<file path="src/sv/xp_pkg.sv">
// xp_pkg: shared types, constants and microcode ROM for the XTEA random generator.
// No dependencies; imported by xp_core, xtea_prng, xtea_prng_chk and xtea_prng_tb.
package xp_pkg;

  localparam logic [31:0] XTEA_DELTA = 32'h9E37_79B9;
  localparam logic [3:0][31:0] SEED_KEY = {
    32'hB172_E6B0, 32'h2A77_FB57, 32'h993F_DDD1, 32'h2DE9_716E
  };

  localparam int unsigned UPC_W = 5;

  localparam logic [UPC_W-1:0] ADDR_DRAW = 5'd0;
  localparam logic [UPC_W-1:0] ADDR_DONE = 5'd1;
  localparam logic [UPC_W-1:0] ADDR_SEED = 5'd2;
  localparam logic [UPC_W-1:0] ADDR_LAST = 5'd19;

  typedef enum logic [1:0] {
    OP_DRAW  = 2'd0,
    OP_PEEK2 = 2'd1,
    OP_PEEK1 = 2'd2,
    OP_SEED  = 2'd3
  } op_e;

  typedef enum logic [1:0] {
    ACT_SET  = 2'd0,
    ACT_ENC  = 2'd1,
    ACT_DONE = 2'd2
  } act_e;

  typedef enum logic [1:0] {
    SRC_W0 = 2'd0,
    SRC_W1 = 2'd1,
    SRC_A  = 2'd2,
    SRC_B  = 2'd3
  } src_e;

  typedef enum logic [1:0] {
    ST_IDLE = 2'b01,
    ST_RUN  = 2'b10
  } state_e;

  typedef struct packed {
    act_e             act;
    logic             ld_key;
    logic             clr;
    logic             kx;
    src_e             src;
    logic             shr;
    logic [1:0]       kidx;
    logic [UPC_W-1:0] nxt;
  } uword_t;

  typedef struct packed {
    logic       enc;
    logic       step;
    logic       ld_key;
    logic       clr;
    logic       kx;
    src_e       src;
    logic       shr;
    logic [1:0] kidx;
  } core_ctl_t;

  function automatic logic [31:0] mix(input logic [31:0] v);
    return ((v << 4) ^ (v >> 5)) + v;
  endfunction

  function automatic uword_t uw_enc(input logic [UPC_W-1:0] nxt);
    uword_t w;
    w     = '0;
    w.act = ACT_ENC;
    w.nxt = nxt;
    return w;
  endfunction

  function automatic uword_t uw_kx(input logic [1:0] kidx, input src_e src,
                                   input logic shr, input logic clr,
                                   input logic [UPC_W-1:0] nxt);
    uword_t w;
    w      = '0;
    w.act  = ACT_SET;
    w.kx   = 1'b1;
    w.kidx = kidx;
    w.src  = src;
    w.shr  = shr;
    w.clr  = clr;
    w.nxt  = nxt;
    return w;
  endfunction

  // Program: draw at ADDR_DRAW, peeks at ADDR_DONE, seed at ADDR_SEED.
  function automatic uword_t ucode(input logic [UPC_W-1:0] addr);
    uword_t w;
    w = '0;
    unique case (addr)
      5'd0:  w = uw_enc(ADDR_DONE);
      5'd2:  begin
        w.act    = ACT_SET;
        w.ld_key = 1'b1;
        w.clr    = 1'b1;
        w.nxt    = 5'd3;
      end
      5'd3:  w = uw_enc(5'd4);
      5'd4:  w = uw_kx(2'd0, SRC_W1, 1'b0, 1'b0, 5'd5);
      5'd5:  w = uw_enc(5'd6);
      5'd6:  w = uw_kx(2'd1, SRC_A, 1'b0, 1'b0, 5'd7);
      5'd7:  w = uw_enc(5'd8);
      5'd8:  w = uw_kx(2'd2, SRC_A, 1'b1, 1'b0, 5'd9);
      5'd9:  w = uw_enc(5'd10);
      5'd10: w = uw_kx(2'd3, SRC_W1, 1'b1, 1'b0, 5'd11);
      5'd11: w = uw_enc(5'd12);
      5'd12: w = uw_kx(2'd0, SRC_B, 1'b0, 1'b0, 5'd13);
      5'd13: w = uw_enc(5'd14);
      5'd14: w = uw_kx(2'd1, SRC_W0, 1'b0, 1'b0, 5'd15);
      5'd15: w = uw_enc(5'd16);
      5'd16: w = uw_kx(2'd2, SRC_W0, 1'b1, 1'b0, 5'd17);
      5'd17: w = uw_enc(5'd18);
      5'd18: w = uw_kx(2'd3, SRC_B, 1'b1, 1'b1, 5'd19);
      5'd19: w = uw_enc(ADDR_DONE);
      default: begin
        w.act = ACT_DONE;
        w.nxt = ADDR_DRAW;
      end
    endcase
    return w;
  endfunction

  function automatic logic [UPC_W-1:0] entry(input op_e op);
    logic [UPC_W-1:0] a;
    a = ADDR_DONE;
    unique case (op)
      OP_DRAW:  a = ADDR_DRAW;
      OP_SEED:  a = ADDR_SEED;
      default:  a = ADDR_DONE;
    endcase
    return a;
  endfunction

endpackage

</file>
<file path="src/sv/xp_core.sv">
// xp_core: XTEA datapath with cipher words, key words and one half-round per cycle.
// Driven by the microcode sequencer in xtea_prng; uses xp_pkg.
module xp_core #(
  parameter int unsigned ROUND_CYCLES = 32
) (
  input  logic              clk_i,
  input  logic              rst_ni,
  input  xp_pkg::core_ctl_t ctl_i,
  input  logic [31:0]       seed_a_i,
  input  logic [31:0]       seed_b_i,
  output logic              last_o,
  output logic [31:0]       mix_o
);
  import xp_pkg::*;

  localparam int unsigned CntW = (ROUND_CYCLES > 1) ? $clog2(ROUND_CYCLES) : 1;
  localparam logic [CntW-1:0] CntLast = CntW'(ROUND_CYCLES - 1);

  logic [1:0][31:0] w_q, w_d;
  logic [3:0][31:0] key_q, key_d;
  logic [31:0]      sum_q, sum_d;
  logic [CntW-1:0]  cnt_q, cnt_d;
  logic             phase_q, phase_d;
  logic [31:0]      src_val, kx_val;

  always_comb begin
    unique case (ctl_i.src)
      SRC_W0:  src_val = w_q[0];
      SRC_W1:  src_val = w_q[1];
      SRC_A:   src_val = seed_a_i;
      default: src_val = seed_b_i;
    endcase
    kx_val = ctl_i.shr ? (src_val >> 1) : (src_val << 1);
  end

  always_comb begin
    w_d     = w_q;
    key_d   = key_q;
    sum_d   = sum_q;
    cnt_d   = cnt_q;
    phase_d = phase_q;
    if (ctl_i.enc) begin
      if (!phase_q) begin
        w_d[0]  = w_q[0] + (mix(w_q[1]) ^ (sum_q + key_q[sum_q[1:0]]));
        sum_d   = sum_q + XTEA_DELTA;
        phase_d = 1'b1;
      end else begin
        w_d[1]  = w_q[1] + (mix(w_q[0]) ^ (sum_q + key_q[sum_q[12:11]]));
        phase_d = 1'b0;
        if (cnt_q == CntLast) begin
          cnt_d = '0;
          sum_d = '0;
        end else begin
          cnt_d = cnt_q + 1'b1;
        end
      end
    end
    if (ctl_i.step) begin
      if (ctl_i.ld_key) begin
        key_d = SEED_KEY;
      end
      if (ctl_i.kx) begin
        key_d[ctl_i.kidx] = key_q[ctl_i.kidx] ^ kx_val;
      end
      if (ctl_i.clr) begin
        w_d = '0;
      end
    end
  end

  always_ff @(posedge clk_i or negedge rst_ni) begin
    if (!rst_ni) begin
      w_q     <= '0;
      key_q   <= '0;
      sum_q   <= '0;
      cnt_q   <= '0;
      phase_q <= 1'b0;
    end else begin
      w_q     <= w_d;
      key_q   <= key_d;
      sum_q   <= sum_d;
      cnt_q   <= cnt_d;
      phase_q <= phase_d;
    end
  end

  assign last_o = ctl_i.enc && phase_q && (cnt_q == CntLast);
  assign mix_o  = w_q[0] ^ w_q[1];

endmodule

</file>
<file path="src/sv/xtea_prng.sv">
// xtea_prng: random generator built on XTEA encryption of two state words.
// Usage: one input transaction carries an operation code and eight seed bytes;
// exactly one output transaction carries random_value for it.
//   Operation 0 encrypts the words and returns 15 bits of their XOR.
//   Operations 1 and 2 return bits 16:15 or bit 17 of that XOR, state unchanged.
//   Operation 3 reseeds from the fixed key and the two packed seed words;
//   its result is zero.
// Timing: a microcoded sequencer runs one XTEA half-round per cycle in xp_core.
// A draw runs one encryption, a peek none, and a seed loads the fixed key and
// runs encryptions interleaved with key updates. The result is registered:
// out_valid_o rises in the cycle after the final step completes, and the next
// transaction may be accepted then.
// One item is in work at a time; in_stall_o is high while it runs.
// Stall: the result waits in the output register while out_stall_i is high;
// a following item may run, and it holds at its final step until room frees up.
// Reset clears cipher and key words to zero and empties the output register.
// Uses xp_pkg and xp_core.
module xtea_prng #(
  parameter int unsigned ROUND_CYCLES = 32
) (
  input  logic        clk_i,
  input  logic        rst_ni,
  input  logic        in_valid_i,
  output logic        in_stall_o,
  input  logic [1:0]  operation_i,
  input  logic [7:0]  alarm_hour_i,
  input  logic [7:0]  clock_hour_i,
  input  logic [7:0]  clock_minute_i,
  input  logic [7:0]  clock_second_i,
  input  logic [7:0]  alarm_minute_i,
  input  logic [7:0]  date_month_i,
  input  logic [7:0]  date_day_i,
  input  logic [7:0]  date_year_i,
  output logic        out_valid_o,
  input  logic        out_stall_i,
  output logic [14:0] random_value_o
);
  import xp_pkg::*;

  state_e           state_q, state_d;
  logic [UPC_W-1:0] upc_q, upc_d;
  op_e              op_q, op_d;
  logic [31:0]      seed_a_q, seed_a_d, seed_b_q, seed_b_d;
  logic             out_valid_q, out_valid_d;
  logic [14:0]      rv_q, rv_d;
  uword_t           uw;
  core_ctl_t        ctl;
  logic             last;
  logic [31:0]      mix;
  logic             out_free;
  logic [14:0]      result;

  assign uw       = ucode(upc_q);
  assign out_free = !out_valid_q || !out_stall_i;

  always_comb begin
    ctl        = '0;
    ctl.enc    = (state_q == ST_RUN) && (uw.act == ACT_ENC);
    ctl.step   = (state_q == ST_RUN) && (uw.act == ACT_SET);
    ctl.ld_key = uw.ld_key;
    ctl.clr    = uw.clr;
    ctl.kx     = uw.kx;
    ctl.src    = uw.src;
    ctl.shr    = uw.shr;
    ctl.kidx   = uw.kidx;
  end

  xp_core #(
    .ROUND_CYCLES(ROUND_CYCLES)
  ) u_core (
    .clk_i   (clk_i),
    .rst_ni  (rst_ni),
    .ctl_i   (ctl),
    .seed_a_i(seed_a_q),
    .seed_b_i(seed_b_q),
    .last_o  (last),
    .mix_o   (mix)
  );

  always_comb begin
    unique case (op_q)
      OP_DRAW:  result = mix[14:0];
      OP_PEEK2: result = {13'd0, mix[16:15]};
      OP_PEEK1: result = {14'd0, mix[17]};
      default:  result = '0;
    endcase
  end

  always_comb begin
    state_d     = state_q;
    upc_d       = upc_q;
    op_d        = op_q;
    seed_a_d    = seed_a_q;
    seed_b_d    = seed_b_q;
    out_valid_d = out_valid_q && out_stall_i;
    rv_d        = rv_q;
    unique case (state_q)
      ST_IDLE: begin
        if (in_valid_i) begin
          state_d  = ST_RUN;
          op_d     = op_e'(operation_i);
          upc_d    = entry(op_e'(operation_i));
          seed_a_d = {alarm_hour_i, clock_hour_i, clock_minute_i, clock_second_i};
          seed_b_d = {alarm_minute_i, date_month_i, date_day_i, date_year_i};
        end
      end
      ST_RUN: begin
        unique case (uw.act)
          ACT_ENC: begin
            if (last) begin
              upc_d = uw.nxt;
            end
          end
          ACT_SET: upc_d = uw.nxt;
          ACT_DONE: begin
            if (out_free) begin
              state_d     = ST_IDLE;
              upc_d       = uw.nxt;
              out_valid_d = 1'b1;
              rv_d        = result;
            end
          end
          default: state_d = ST_IDLE;
        endcase
      end
      default: state_d = ST_IDLE;
    endcase
  end

  always_ff @(posedge clk_i or negedge rst_ni) begin
    if (!rst_ni) begin
      state_q     <= ST_IDLE;
      upc_q       <= ADDR_DRAW;
      out_valid_q <= 1'b0;
    end else begin
      state_q     <= state_d;
      upc_q       <= upc_d;
      out_valid_q <= out_valid_d;
    end
  end

  always_ff @(posedge clk_i) begin
    op_q     <= op_d;
    seed_a_q <= seed_a_d;
    seed_b_q <= seed_b_d;
    rv_q     <= rv_d;
  end

  assign in_stall_o     = (state_q != ST_IDLE);
  assign out_valid_o    = out_valid_q;
  assign random_value_o = rv_q;

`ifndef SYNTHESIS
  a_accept_runs: assert property (@(posedge clk_i) disable iff (!rst_ni)
    in_valid_i && !in_stall_o |=> state_q == ST_RUN)
    else $error("accepted transaction did not start the sequencer");

  a_result_from_run: assert property (@(posedge clk_i) disable iff (!rst_ni)
    $rose(out_valid_o) |-> $past(state_q == ST_RUN) && state_q == ST_IDLE)
    else $error("result appeared without a finished program");

  a_upc_range: assert property (@(posedge clk_i) disable iff (!rst_ni)
    state_q == ST_RUN |-> upc_q <= ADDR_LAST)
    else $error("microcode address out of program");

  a_seed_zero: assert property (@(posedge clk_i) disable iff (!rst_ni)
    state_q == ST_RUN && uw.act == ACT_DONE && out_free && op_q == OP_SEED
    |=> random_value_o == '0)
    else $error("seed transaction returned nonzero value");
`endif

endmodule

</file>
<file path="config.mk">
export PLATFORM = sky130hd
export DESIGN_NAME = xtea_prng
export DESIGN_NICKNAME = d
export VERILOG_FILES = /design/src/sv/xp_pkg.sv /design/src/sv/xp_core.sv /design/src/sv/xtea_prng.sv
export SDC_FILE = /design/constraint.sdc
export NUM_CORES = 1
export LEC_CHECK = 0
export ABC_AREA = 1
export BUFFER_PORTS_ARGS = -buffer_cell sky130_fd_sc_hd__buf_4
export CAP_MARGIN = 15
export CORE_AREA = 3 3 279 281
export DETAILED_ROUTE_END_ITERATION = 10
export DIE_AREA = 0 0 282 284
export GPL_TIMING_DRIVEN = 0
export HOLD_SLACK_MARGIN = 0.03
export PLACE_DENSITY = 0.56
export SLEW_MARGIN = 20
export SYNTH_ARGS = -nofsm -noshare
export SYNTH_HDL_FRONTEND = slang
export SYNTH_SLANG_ARGS = --single-unit
export TNS_END_PERCENT = 5
</file>
<file path="constraint.sdc">
create_clock -name clk_i -period 5.05 [get_ports clk_i]
set_clock_uncertainty 0.05 [all_clocks]
set_input_delay 1.01 -clock clk_i [delete_from_list [all_inputs] [get_ports clk_i]]
set_output_delay 1.01 -clock clk_i [all_outputs]
set_load 0.02 [all_outputs]
</file>
==> key figures <==
Run status
  • Outcome: complete, no violations

GRT
  • Initial antenna violation count: 4
  • GR Util met3: roughly 8.5%
  • Global-route wire length before repair: between 200 and 250 mm
  • Total track usage: 34.8%
  • Met2 Use GR: 54.4%
  • Global route overflow: 0
  • M1 GR Usage: between 40% and 50%
  • Pin count of the biggest net entering global routing: 70
  • Number of global-route vias before repair: 31200
  • GRT busiest layer: met2

Setup path
  • Worst EP required: 5.53 ns
  • Crit. End Element: flip-flop
  • Critical path arrival: roughly 5.4 ns
  • Worst R2R Start: u_core.sum_q[0]$_DFFE_PN0P_
  • Crit-path slowest cell: dfrtp_2
  • Worst setup path class: reg -> reg
  • CP peak stage delay: 0.40 ns
  • CP Launch Type: flip-flop
  • Worst Path Max Fanout: 10
  • Critical path's most frequent cell: nand2_1
  • Crit. Startpoint: u_core.sum_q[0]$_DFFE_PN0P_

Logic synthesis
  • Main synth FF type: dfrtp_1
  • Post-Synthesis Cells: 4426
  • Seq cells post-synth: around 320
  • Syn_area_per_cell: 6.79 µm²
  • Post-synth EDFFs: 81
  • Yosys warns: 0
  • Asr flop ratio synth: 74.6%
  • Seq/Total Area, Yosys: 27.9%
  • Cell Area, Synth: 30000 µm²
  • Netlist cell types: 59
  • Syn Nets: 4703

Cells and area
  • Layout Nets: 4870
  • Commonest non-fill, non-tap cells in the layout: nand2_1 (1082), inv_1 (444), a21oi_1 (436), nor2_1 (322), nand3_1 (287)
  • Reg area: 8400 µm²
  • Layout overhead on the synthesized area: 17.3%
  • Fillers: 7863
  • Non-filler instance count after layout: 5606
  • Area of the multi-input gates: 20400 µm²
  • Most common cell after layout, fill and taps aside: nand2_1
  • Share of layout cells above drive strength 1: 12.7%
  • # diodes: 0

Run
  • MaxCap Viol Count: 0

Placed design
  • PortBufs: 86
  • RD Place Congestion: approximately 1.0
  • Post-DP HPWL: 110 mm
  • Placed Cells: between 5000 and 6000

Detailed routing
  • WL/cell: 25.6 µm
  • Vias: around 33000
  • DR pass1 iterations: 8
  • Post-route DRC: 0
  • Vias per cell: 5.90
  • Routed wire length: 144 mm
  • ANT nets after route: 0
  • Initial drt markers: 3434

Clock tree
  • Skew-Pair Late Insertion Delay: 0.63 ns
  • CTS tree: done
  • H-tree depth: 2
  • Clock root buffer: clkbuf_16
  • Worst-path clk slew: roughly 0.060 ns
  • Clk buf depth: 3
  • Total CTS buffers: 43
  • Count of clock tree sinks: 319

Floorplanning
  • Vert. Die Dim: 284 µm
  • I/O pins: 87
  • DIE WIDTH: approximately 280 µm
  • Core ar.: ~76000 µm²
  • Die area: 80100 µm²
  • Rows: 101
  • Initial core utilization: 39.7%

Timing
  • Fmax: 0.202 GHz
  • RSZ-0062 raised after global routing: true
  • Worst-Margin Slew: between 1 and 1.5 ns
  • WHS: 0.262 ns
  • Minimum clock period: 4.94 ns
  • Final setup violation count: 0
  • Final count of pins violating max slew: 0
  • Final Hold Vio Count: 0
  • Final period utilization: 97.8%
  • Max-slew headroom: 18.1%

Worst hold path
  • Hold WC Path Type: in -> async
## cells in the mapped netlist, drive strengths merged (2+ instances only)
cell type | n | share of area [%]
o21a | 10 | 0.25
nand4 | 28 | 0.58
o21ai | 350 | 5.8
clkbuf | 81 | 1.0
nand3 | 298 | 5.1
o21bai | 31 | 0.77
o2111ai | 5 | 0.15
xor2 | 179 | 5.2
or2 | 10 | 0.21
o211ai | 50 | 1.2
edfxtp | 81 | 8.1
a211oi | 10 | 0.35
a31o | 3 | 0.087
a21oi | 524 | 8.7
a221oi | 4 | 0.12
dfrtp | 237 | 20
nand3b | 15 | 0.37
o221ai | 6 | 0.17
xnor2 | 96 | 2.8
nor3 | 43 | 0.77
fa | 6 | 0.40
o211a | 2 | 0.067
ha | 201 | 8.4
inv | 466 | 5.8
nor4 | 6 | 0.12
a31oi | 65 | 1.4
nor2 | 340 | 4.5
and3 | 5 | 0.10
nor3b | 3 | 0.075
and2 | 4 | 0.083
nand2 | 1102 | 14
o31ai | 5 | 0.12
a22oi | 10 | 0.25
a32oi | 2 | 0.058
a21o | 33 | 0.82
o22ai | 18 | 0.37
buf | 81 | 1.5
a21boi | 10 | 0.25
## worst paths after layout
path | cells after the start | end | slack, ns
worst max-delay path | 32 | u_core.w_q[31]$_DFF_PN0_ | 0.11
worst min register to register | 2 | u_core.key_q[49]$_DFFE_PN0P_ | 0.42
worst max register to register | 32 | u_core.w_q[31]$_DFF_PN0_ | 0.11
worst min-delay path | 1 | u_core.cnt_q[2]$_DFFE_PN0P_ | 0.26
max in group asynchronous | 4 | u_core.key_q[85]$_DFFE_PN0P_ | 3.22
min in group clk_i | 2 | u_core.key_q[49]$_DFFE_PN0P_ | 0.42
## critical path, delay by kind of cell, from the launching register on
kind	cells	cell delay (ns)
compound gates	11	1.72
flops	1	0.40
buf+inv	9	1.17
xor+xnor	1	0.14
simple gates	9	0.71
fa+ha+maj	2	0.62
## per-stage QoR
step / setup slack [ns] / util [%] / cell area [µm²] / TNS, ns
3_3_place_gp: -2.08 / 42.2 / 31900 / -54.86
6_report: 0.109 / 46.6 / 35200 / 0
4_1_cts: -0.0115 / 45.1 / 34100 / -0.0115
3_5_place_dp: -2.11 / 42.3 / 32000 / -56.89
2_1_floorplan: 0.224 / - / 30000 / 0
5_1_grt: -0.0954 / 46.6 / 35200 / -0.523
## sequential cells by signal, summed over array words and instances, names as in the netlist
name	cells
u_core.w_q	64
u_core.key_q	128
op_q	2
upc_q	5
u_core.phase_q	1
out_valid_o	1
seed_b_q	32
random_value_o	15
seed_a_q	32
state_q	2
u_core.sum_q	32
u_core.cnt_q	5
## cell type report
| type | instances | share of cell area, % |
|---|---|---|
| Multi-Input combinational cell | 3479 | 57.8 |
| Clock buffer | 51 | 3.28 |
| Sequential cell | 319 | 23.8 |
| Tap cell | 978 | 3.47 |
| Timing Repair Buffer | 125 | 2.97 |
| Clock inverter | 29 | 0.969 |
| Buffer | 159 | 2.63 |
| Inverter | 466 | 5.01 |
## kinds of logic (layout without fill, tap and decap cells)
logic type | Yosys count | count (layout) | synth area share [%]
mux | 1 | 1 | 0.0333
buf+inv | 628 | 830 | 8.33
flops | 319 | 319 | 27.9
fa+ha+maj | 207 | 207 | 8.77
compound gates | 1140 | 1140 | 21.1
xor+xnor | 276 | 276 | 8.09
simple gates | 1855 | 1855 | 25.8
## metal layers
metal | vias up | wire [µm]
li1 | 15200 | -
met4 | 4 | 10600
met5 | - | 27
met3 | 506 | 14400
met1 | 15600 | 55700
met2 | 1793 | 62800
## timing repair
item | in CTS | in global routing
endpoints found under the setup margin | 50 | 37
gates resized for setup | 160 | 234
hold buffers | 0 | 0
setup buffers | 14 | 20
pin swaps | 14 | 57
gates cloned | 0 | 1
Power is left out: the tool's default activity adds up to more than one toggle a clock period on the data nets, which glitch-free logic cannot reach.
